### src/rtl/core/fslf_pkg.sv
`timescale 1ns / 1ps
// ----------------------------------------------------------------------------
// fslf_pkg
// Shared constants, codes and types of the fixed-slot free-list allocator.
// ----------------------------------------------------------------------------
package fslf_pkg;

  localparam int POOL_SLOTS   = 64;
  localparam int PAYLOAD_BITS = 32;

  // fixed field widths of the item ports
  localparam int MODE_W       = 2;
  localparam int INDEX_W      = 7;
  localparam int PAYLOAD_IO_W = 32;
  localparam int GRANT_W      = 6;

  localparam int SLOT_W = $clog2(POOL_SLOTS);      // slot address
  localparam int LINK_W = $clog2(POOL_SLOTS + 1);  // link incl. null value
  localparam int META_W = LINK_W + 1;              // {used, link}
  localparam int PAY_W  = (PAYLOAD_BITS < PAYLOAD_IO_W) ? PAYLOAD_BITS : PAYLOAD_IO_W;

  typedef enum logic [MODE_W-1:0] {
    MODE_ALLOC = 2'd0,
    MODE_FREE  = 2'd1,
    MODE_READ  = 2'd2,
    MODE_CLEAR = 2'd3
  } mode_t;

  typedef enum logic {
    ST_IDLE,
    ST_EXEC
  } state_t;

  typedef struct packed {
    logic              rd_en;
    logic [SLOT_W-1:0] rd_addr;
    logic              wr_en;
    logic [SLOT_W-1:0] wr_addr;
    logic [LINK_W-1:0] wr_link;
    logic              wr_used;
    logic              clear;
  } link_req_t;

  typedef struct packed {
    logic [LINK_W-1:0] link;
    logic              used;
  } link_rsp_t;

endpackage

### src/rtl/core/fslf_ram.sv
`timescale 1ns / 1ps
// ----------------------------------------------------------------------------
// fslf_ram
// Generic single-write, single-read synchronous RAM with registered read.
// ----------------------------------------------------------------------------
module fslf_ram #(
  parameter int WIDTH = 8,
  parameter int DEPTH = 64
) (
  input  logic                     clk,
  input  logic                     wr_en,
  input  logic [$clog2(DEPTH)-1:0] wr_addr,
  input  logic [WIDTH-1:0]         wr_data,
  input  logic                     rd_en,
  input  logic [$clog2(DEPTH)-1:0] rd_addr,
  output logic [WIDTH-1:0]         rd_data
);

  logic [WIDTH-1:0] mem [DEPTH];

  always_ff @(posedge clk) begin
    if (wr_en) begin
      mem[wr_addr] <= wr_data;
    end
    if (rd_en) begin
      rd_data <= mem[rd_addr];
    end
  end

endmodule

### src/rtl/core/fslf_link_store.sv
`timescale 1ns / 1ps
// ----------------------------------------------------------------------------
// fslf_link_store
// Link/used memory with per-slot valid bits; an invalid slot reads as its
// reset value (link = slot + 1, not used). Clear drops all valid bits.
// ----------------------------------------------------------------------------
module fslf_link_store
  import fslf_pkg::*;
(
  input  logic      clk,
  input  logic      rst,
  input  link_req_t req,
  output link_rsp_t rsp
);

  logic [POOL_SLOTS-1:0] vld;
  logic                  rd_vld;
  logic [SLOT_W-1:0]     rd_addr_q;
  logic [META_W-1:0]     wr_data;
  logic [META_W-1:0]     rd_data;

  assign wr_data = {req.wr_used, req.wr_link};

  fslf_ram #(
    .WIDTH (META_W),
    .DEPTH (POOL_SLOTS)
  ) u_meta_ram (
    .clk     (clk),
    .wr_en   (req.wr_en),
    .wr_addr (req.wr_addr),
    .wr_data (wr_data),
    .rd_en   (req.rd_en),
    .rd_addr (req.rd_addr),
    .rd_data (rd_data)
  );

  always_ff @(posedge clk) begin
    if (rst) begin
      vld    <= '0;
      rd_vld <= 1'b0;
    end else begin
      if (req.clear) begin
        vld <= '0;
      end else if (req.wr_en) begin
        vld[req.wr_addr] <= 1'b1;
      end
      if (req.rd_en) begin
        rd_vld <= vld[req.rd_addr];
      end
    end
  end

  always_ff @(posedge clk) begin
    if (req.rd_en) begin
      rd_addr_q <= req.rd_addr;
    end
  end

  assign rsp.link = rd_vld ? rd_data[LINK_W-1:0] : LINK_W'(rd_addr_q) + LINK_W'(1);
  assign rsp.used = rd_vld & rd_data[LINK_W];

endmodule

### src/rtl/core/fixed_slot_free_list_allocator.sv
`timescale 1ns / 1ps
// ----------------------------------------------------------------------------
// fixed_slot_free_list_allocator
// Pool of fixed slots with a free list: allocate, checked free, read, clear.
// ----------------------------------------------------------------------------
// Usage:
//   Request channel (req_valid / req_stall) carries mode, slot_index and
//   payload_in. Response channel (rsp_valid / rsp_stall) carries ok,
//   granted_slot, payload_out, slot_used and pool_full; one response per
//   request, in order.
//   At the accept edge a request issues the reads of the link/used memory
//   and the payload memory; in the execute state the registered read data
//   is consumed, written back and loaded into the response register once
//   the output register is free. A request is accepted only in the idle
//   state, so the next one waits while the previous one executes, as the
//   registered read of the link memory comes ahead of its write-back.
//   A new request is accepted while a response still waits in the output
//   register; if the receiver stalls, the second request parks in the
//   execute state (read data held) until the output register frees up.
//   Reset: free list starts at slot 0 with slot i linked to i+1, nothing used.
//   Link reset values come from per-slot valid bits, so reset and clear
//   only drop those bits; payload contents survive clear.
// ----------------------------------------------------------------------------
module fixed_slot_free_list_allocator
  import fslf_pkg::*;
(
  input  logic                    clk,
  input  logic                    rst,
  // request channel
  input  logic                    req_valid,
  output logic                    req_stall,
  input  logic [MODE_W-1:0]       mode,
  input  logic [INDEX_W-1:0]      slot_index,
  input  logic [PAYLOAD_IO_W-1:0] payload_in,
  // response channel
  output logic                    rsp_valid,
  input  logic                    rsp_stall,
  output logic                    ok,
  output logic [GRANT_W-1:0]      granted_slot,
  output logic [PAYLOAD_IO_W-1:0] payload_out,
  output logic                    slot_used,
  output logic                    pool_full
);

  state_t state, state_next;

  logic [LINK_W-1:0] head, head_next;

  // captured request
  mode_t             mode_q;
  logic [INDEX_W-1:0] idx_q;
  logic [PAY_W-1:0]  pay_q;

  logic accept;
  logic done;       // execute state may retire into the output register

  link_req_t link_req;
  link_rsp_t link_rsp;

  logic              pay_wr_en;
  logic              pay_rd_en;
  logic [SLOT_W-1:0] rd_addr;
  logic [PAY_W-1:0]  pay_rd;

  // response staged before the output register
  logic                    res_ok;
  logic [GRANT_W-1:0]      res_grant;
  logic [PAYLOAD_IO_W-1:0] res_pay;
  logic                    res_used;

  logic              have_free;
  logic              in_range;
  logic [SLOT_W-1:0] read_slot;

  assign have_free = head < LINK_W'(POOL_SLOTS);
  assign in_range  = 32'(idx_q) < POOL_SLOTS;
  assign read_slot = SLOT_W'(idx_q % POOL_SLOTS);

  // --------------------------------------------------------------------------
  // Memories
  // --------------------------------------------------------------------------
  fslf_link_store u_link_store (
    .clk (clk),
    .rst (rst),
    .req (link_req),
    .rsp (link_rsp)
  );

  fslf_ram #(
    .WIDTH (PAY_W),
    .DEPTH (POOL_SLOTS)
  ) u_payload_ram (
    .clk     (clk),
    .wr_en   (pay_wr_en),
    .wr_addr (SLOT_W'(head)),
    .wr_data (pay_q),
    .rd_en   (pay_rd_en),
    .rd_addr (rd_addr),
    .rd_data (pay_rd)
  );

  // --------------------------------------------------------------------------
  // Sequencer: next state
  // --------------------------------------------------------------------------
  assign done = !rsp_valid || !rsp_stall;

  always_comb begin
    state_next = state;
    case (state)
      ST_IDLE: begin
        if (req_valid) begin
          state_next = ST_EXEC;
        end
      end
      ST_EXEC: begin
        if (done) begin
          state_next = ST_IDLE;
        end
      end
      default: state_next = ST_IDLE;
    endcase
  end

  // --------------------------------------------------------------------------
  // Sequencer: outputs (read issue, write-back, response)
  // --------------------------------------------------------------------------
  always_comb begin
    req_stall = 1'b1;
    accept    = 1'b0;
    link_req  = '0;
    pay_rd_en = 1'b0;
    pay_wr_en = 1'b0;
    head_next = head;
    res_ok    = 1'b0;
    res_grant = '0;
    res_pay   = '0;
    res_used  = 1'b0;

    // read address by mode of the incoming request
    case (mode_t'(mode))
      MODE_ALLOC: rd_addr = SLOT_W'(head);
      MODE_FREE:  rd_addr = SLOT_W'(slot_index);
      MODE_READ:  rd_addr = SLOT_W'(slot_index % POOL_SLOTS);
      default:    rd_addr = '0;
    endcase

    case (state)
      ST_IDLE: begin
        req_stall        = 1'b0;
        accept           = req_valid;
        link_req.rd_en   = req_valid;
        link_req.rd_addr = rd_addr;
        pay_rd_en        = req_valid;
      end
      ST_EXEC: begin
        case (mode_q)
          MODE_ALLOC: begin
            if (have_free) begin
              // pop head: link field is kept, slot marked used
              link_req.wr_en   = done;
              link_req.wr_addr = SLOT_W'(head);
              link_req.wr_link = link_rsp.link;
              link_req.wr_used = 1'b1;
              pay_wr_en        = done;
              head_next        = (link_rsp.link > LINK_W'(POOL_SLOTS)) ?
                                 LINK_W'(POOL_SLOTS) : link_rsp.link;
              res_ok           = 1'b1;
              res_grant        = GRANT_W'(head);
              res_pay          = PAYLOAD_IO_W'(pay_q);
              res_used         = 1'b1;
            end
          end
          MODE_FREE: begin
            res_grant = GRANT_W'(idx_q);
            if (in_range && link_rsp.used) begin
              // push slot onto the list
              link_req.wr_en   = done;
              link_req.wr_addr = SLOT_W'(idx_q);
              link_req.wr_link = head;
              link_req.wr_used = 1'b0;
              head_next        = LINK_W'(idx_q);
              res_ok           = 1'b1;
            end
          end
          MODE_READ: begin
            res_ok    = 1'b1;
            res_grant = GRANT_W'(read_slot);
            res_pay   = PAYLOAD_IO_W'(pay_rd);
            res_used  = link_rsp.used;
          end
          MODE_CLEAR: begin
            link_req.clear = done;
            head_next      = '0;
            res_ok         = 1'b1;
          end
          default: begin
            res_ok = 1'b0;
          end
        endcase
      end
      default: begin
        req_stall = 1'b1;
      end
    endcase
  end

  // --------------------------------------------------------------------------
  // Registers
  // --------------------------------------------------------------------------
  always_ff @(posedge clk) begin
    if (rst) begin
      state     <= ST_IDLE;
      head      <= '0;
      rsp_valid <= 1'b0;
    end else begin
      state <= state_next;
      if (state == ST_EXEC && done) begin
        head      <= head_next;
        rsp_valid <= 1'b1;
      end else if (rsp_valid && !rsp_stall) begin
        rsp_valid <= 1'b0;
      end
    end
  end

  always_ff @(posedge clk) begin
    if (accept) begin
      mode_q <= mode_t'(mode);
      idx_q  <= slot_index;
      pay_q  <= payload_in[PAY_W-1:0];
    end
    if (state == ST_EXEC && done) begin
      ok           <= res_ok;
      granted_slot <= res_grant;
      payload_out  <= res_pay;
      slot_used    <= res_used;
      pool_full    <= head_next >= LINK_W'(POOL_SLOTS);
    end
  end

  // --------------------------------------------------------------------------
  // Assertions
  // --------------------------------------------------------------------------
  a_head_bound: assert property (@(posedge clk) disable iff (rst)
    head <= LINK_W'(POOL_SLOTS))
    else $error("free head beyond null link");

  a_accept_exec: assert property (@(posedge clk) disable iff (rst)
    accept |=> state == ST_EXEC)
    else $error("accepted request did not enter execute");

  a_head_is_free: assert property (@(posedge clk) disable iff (rst)
    (state == ST_EXEC && mode_q == MODE_ALLOC && have_free) |-> !link_rsp.used)
    else $error("free list head slot is marked used");

  a_clear_empty: assert property (@(posedge clk) disable iff (rst)
    (state == ST_EXEC && mode_q == MODE_CLEAR && done) |=>
      (rsp_valid && ok && !pool_full && head == '0))
    else $error("clear did not restore the free list");

endmodule
### config.mk
export PLATFORM = sky130hd
export DESIGN_NAME = fixed_slot_free_list_allocator
export DESIGN_NICKNAME = d
export VERILOG_FILES = /design/src/rtl/core/fslf_pkg.sv /design/src/rtl/core/fslf_ram.sv /design/src/rtl/core/fslf_link_store.sv /design/src/rtl/core/fixed_slot_free_list_allocator.sv
export SDC_FILE = /design/constraint.sdc
export NUM_CORES = 2
export LEC_CHECK = 0
export ABC_AREA = 1
export BUFFER_PORTS_ARGS = -buffer_cell sky130_fd_sc_hd__clkbuf_2
export CAP_MARGIN = 20
export CORE_UTILIZATION = 40
export DETAILED_ROUTE_END_ITERATION = 12
export PLACE_DENSITY = 0.65
export SETUP_SLACK_MARGIN = 0.4
export SYNTH_ARGS = -nofsm -noshare
export SYNTH_HDL_FRONTEND = slang
export SYNTH_SLANG_ARGS = --single-unit
### constraint.sdc
create_clock -name clk -period 6.6 [get_ports clk]
set_input_delay 0.33 -clock clk [delete_from_list [all_inputs] [get_ports clk]]
set_output_delay 0.33 -clock clk [all_outputs]
set_load 0.1 [all_outputs]
==> results.cfg <==
[run_status]
status = finished clean

[grt]
gr-total-overflow = 0
grt_pass1_vias = 68500
grtUsageTotal = 0.224
grt_pass1_wl_um = 467000
antenna_found_initial = 10
grt_max_degree = 173

[logic_synthesis]
synth_xor_area_frac = 0
synth_area_um2 = 112000
synth-simple-area-share = 0.138
synthMuxAreaShare = 0
synth_area_per_cell_um2 = 13.8
ys_seq_elements = 2762
ys_seq_area_frac = 0.735
yosys-top-cells-area = edfxtp_1, o211ai_1, nand3_1
synthAdderAreaFrac = 0.000783
syn-instance-count = 8081
async_flop_share = 0
synth_warnings = 0
synth_compound_area_frac = 0.0956
synth_top_family_by_area = simple AND/OR/NAND/NOR gates
synth_nets = 8133
yosysTopAreaCellShare = 0.722
ys_types = 37
yosysTopAreaCell = edfxtp_1
synth.most_common_cell = edfxtp_1
synth_flop_cell = edfxtp_1
synth_common_cells = edfxtp_1, nand3_1, o211ai_1
synth_edf_count = 2688

[timing]
slew_viol_final = 0
post-route-min-period_ns = 4.50
setup_violations = 0
worst_pin_slew_ns = 1.29
fmaxAchievable_mhz = 222
final.setup.tns_ns = 0
rsz0062_at_grt = false
fin_crit_sh = 0.681
clock_skew_ns = 0.0613
finalHoldViolCount = 0
maxSlewHeadroom = 0.142

[placement]
placed_cells = 11500
dpl.hpwl_um = 176000
io_buffers = 87
routabilityCongestion = 0.873

[worst_setup_path]
cp_slowest_stage_delay_ns = 0.70
crit_required_ns = 7.27
crit_family = simple AND/OR/NAND/NOR gates
crit_arrival_ns = 5.17
worst_path_max_delay_cell = inv_8
crit_chain = dlygate4sd3_1, clkbuf_2, inv_1, ha_1, nand2_2, nand2_4, nand2_8, inv_8, buf_12, buf_12, o211ai_1, nand3_1, nand3_1, nand3_1, nand3_1, nand2_1
worst_setup_path_start_kind = input port
worstSetupPathType = input port to flop
cp_max_fo = 104
critPathCaptureType = flop
cp_common_cell = nand3_1
crit_buf_inv = 6

[cts]
clock_latency_ns = 0.89
ctsResizeCount = 0
cts-htree-levels = 5
ctsHoldBuffers = 46
cts_root_buffer = clkbuf_16
cts_buffer_depth = 4
numCtsBuffers = 291
cts.sinks = 2762
post-cts-setup-buffers = 0
clk_pin_slew_worst_paths_ns = 0.06
cts_tree = done

[die]
die_area_um2 = 282000
rows = 193
initial_core_util = 0.403
fp.dieW_um = 531
boundaryPins = 88
die_h_um = 531
core_area_um2 = 277000

[layout]
final_nets = 8206
drive_gt1_frac = 0.193
fillers = 24100
area_delta_synth_final_pct = 13.7
layout.cells.non_filler = 12100

[route]
drt-pass1-iter-count = 6
drc_errors = 0
wirelength_um = 322000
vias = 71000
vias_per_cell = 5.87
drtIter0Drc = 9075
drt.antenna.violating_nets = 0
post_drt_wl_per_cell_um = 26.6

[pwr]
ir_drop_mv = 0.230
p_leak_nw = 39.8
total_power_mw = 38.5
power_density_nw_per_um2 = 303

[run]
drv_cap = 0

[hold_path]
hold_path.class = input port to flop
[cell families after synthesis]
kind of cell    after synthesis
compound gates             1529
fa+ha+maj                     7
buf+inv                     828
simple gates               2955
flops                      2762
[metrics by stage]
stage | setup WS [ns] | instance area, µm² | util | hold slack (ns)
floorplan | 0.727 | 112000 | - | 0.429
global placement | 1.96 | 117000 | 0.423 | 0.443
detailed placement | 1.93 | 117000 | 0.423 | 0.447
CTS | 2.26 | 127000 | 0.458 | 0.151
global route | 1.91 | 127000 | 0.458 | 0.168
finish | 2.10 | 127000 | 0.458 | 0.189
[registers in the layout, summed over array words and instances (netlist names), named ones only]
name and cells:
granted_slot 6, head 1, idx_q 7, mode_q 2
ok 1, pay_q 32, payload_out 32, pool_full 1
rsp_valid 1, slot_used 1, state 1, u_link_store.rd_addr_q 6
u_link_store.rd_vld 1, u_link_store.u_meta_ram.mem 512, u_link_store.u_meta_ram.rd_data 8, u_link_store.vld 64
u_payload_ram.mem 2048, u_payload_ram.rd_data 32
[power by group]
group          switching, mW  internal (mW)
registers             0.0798           19.3
clock network           6.72           9.31
logic                   2.25          0.819
[final cells by class]
cell class,instances,area (µm²),share of cell area
Clock buffer,365,7780,0.0612
Inverter,235,916,0.00721
Tap cell,3705,4640,0.0365
Antenna cell,3,7.51,0.0000591
Multi-Input combinational cell,4491,26900,0.211
Clock inverter,153,1430,0.0112
Sequential cell,2762,82200,0.647
Timing Repair Buffer,373,3230,0.0254
[per-layer routing]
layer  up-vias  share of wire  GRT usage
li1      30800              -          -
met5         -        0.00016          0
met2      3614           0.46      0.353
met4         6          0.042     0.0930
met3       607          0.096     0.0439
met1     36000           0.40      0.303
[path summary, 6_finish.rpt]
check / from / endpoint / slack [ns] / cells after the start
worst min register to register: u_link_store.vld[11] / u_link_store.vld[11] / 0.46 / 2
worst max register to register: flop / u_payload_ram.rd_data[21] / 2.16 / 12
worst max-delay path: mode[1] / u_payload_ram.rd_data[21] / 2.10 / 16
worst min-delay path: slot_index[6] / idx_q[6] / 0.19 / 2
[cell usage in the layout, fill, tap and decap left out, types with 28 or more instances in the layout]
cell	n
o21ai_0	177
clkinv_1	67
clkbuf_16	300
nor2_1	106
clkbuf_2	87
o221ai_1	37
a21oi_1	150
o211ai_1	1080
o21a_1	28
clkbuf_1	62
nand3_1	1258
edfxtp_1	2688
o21bai_1	40
nor2_4	74
inv_1	214
dlygate4sd3_1	46
buf_12	38
nand2_1	415
dfxtp_1	74
buf_4	199
or2_2	778
nand4_1	28
clkinv_2	50
or2_0	208
or2_1	53
Power figures use the tool's default switching activity.
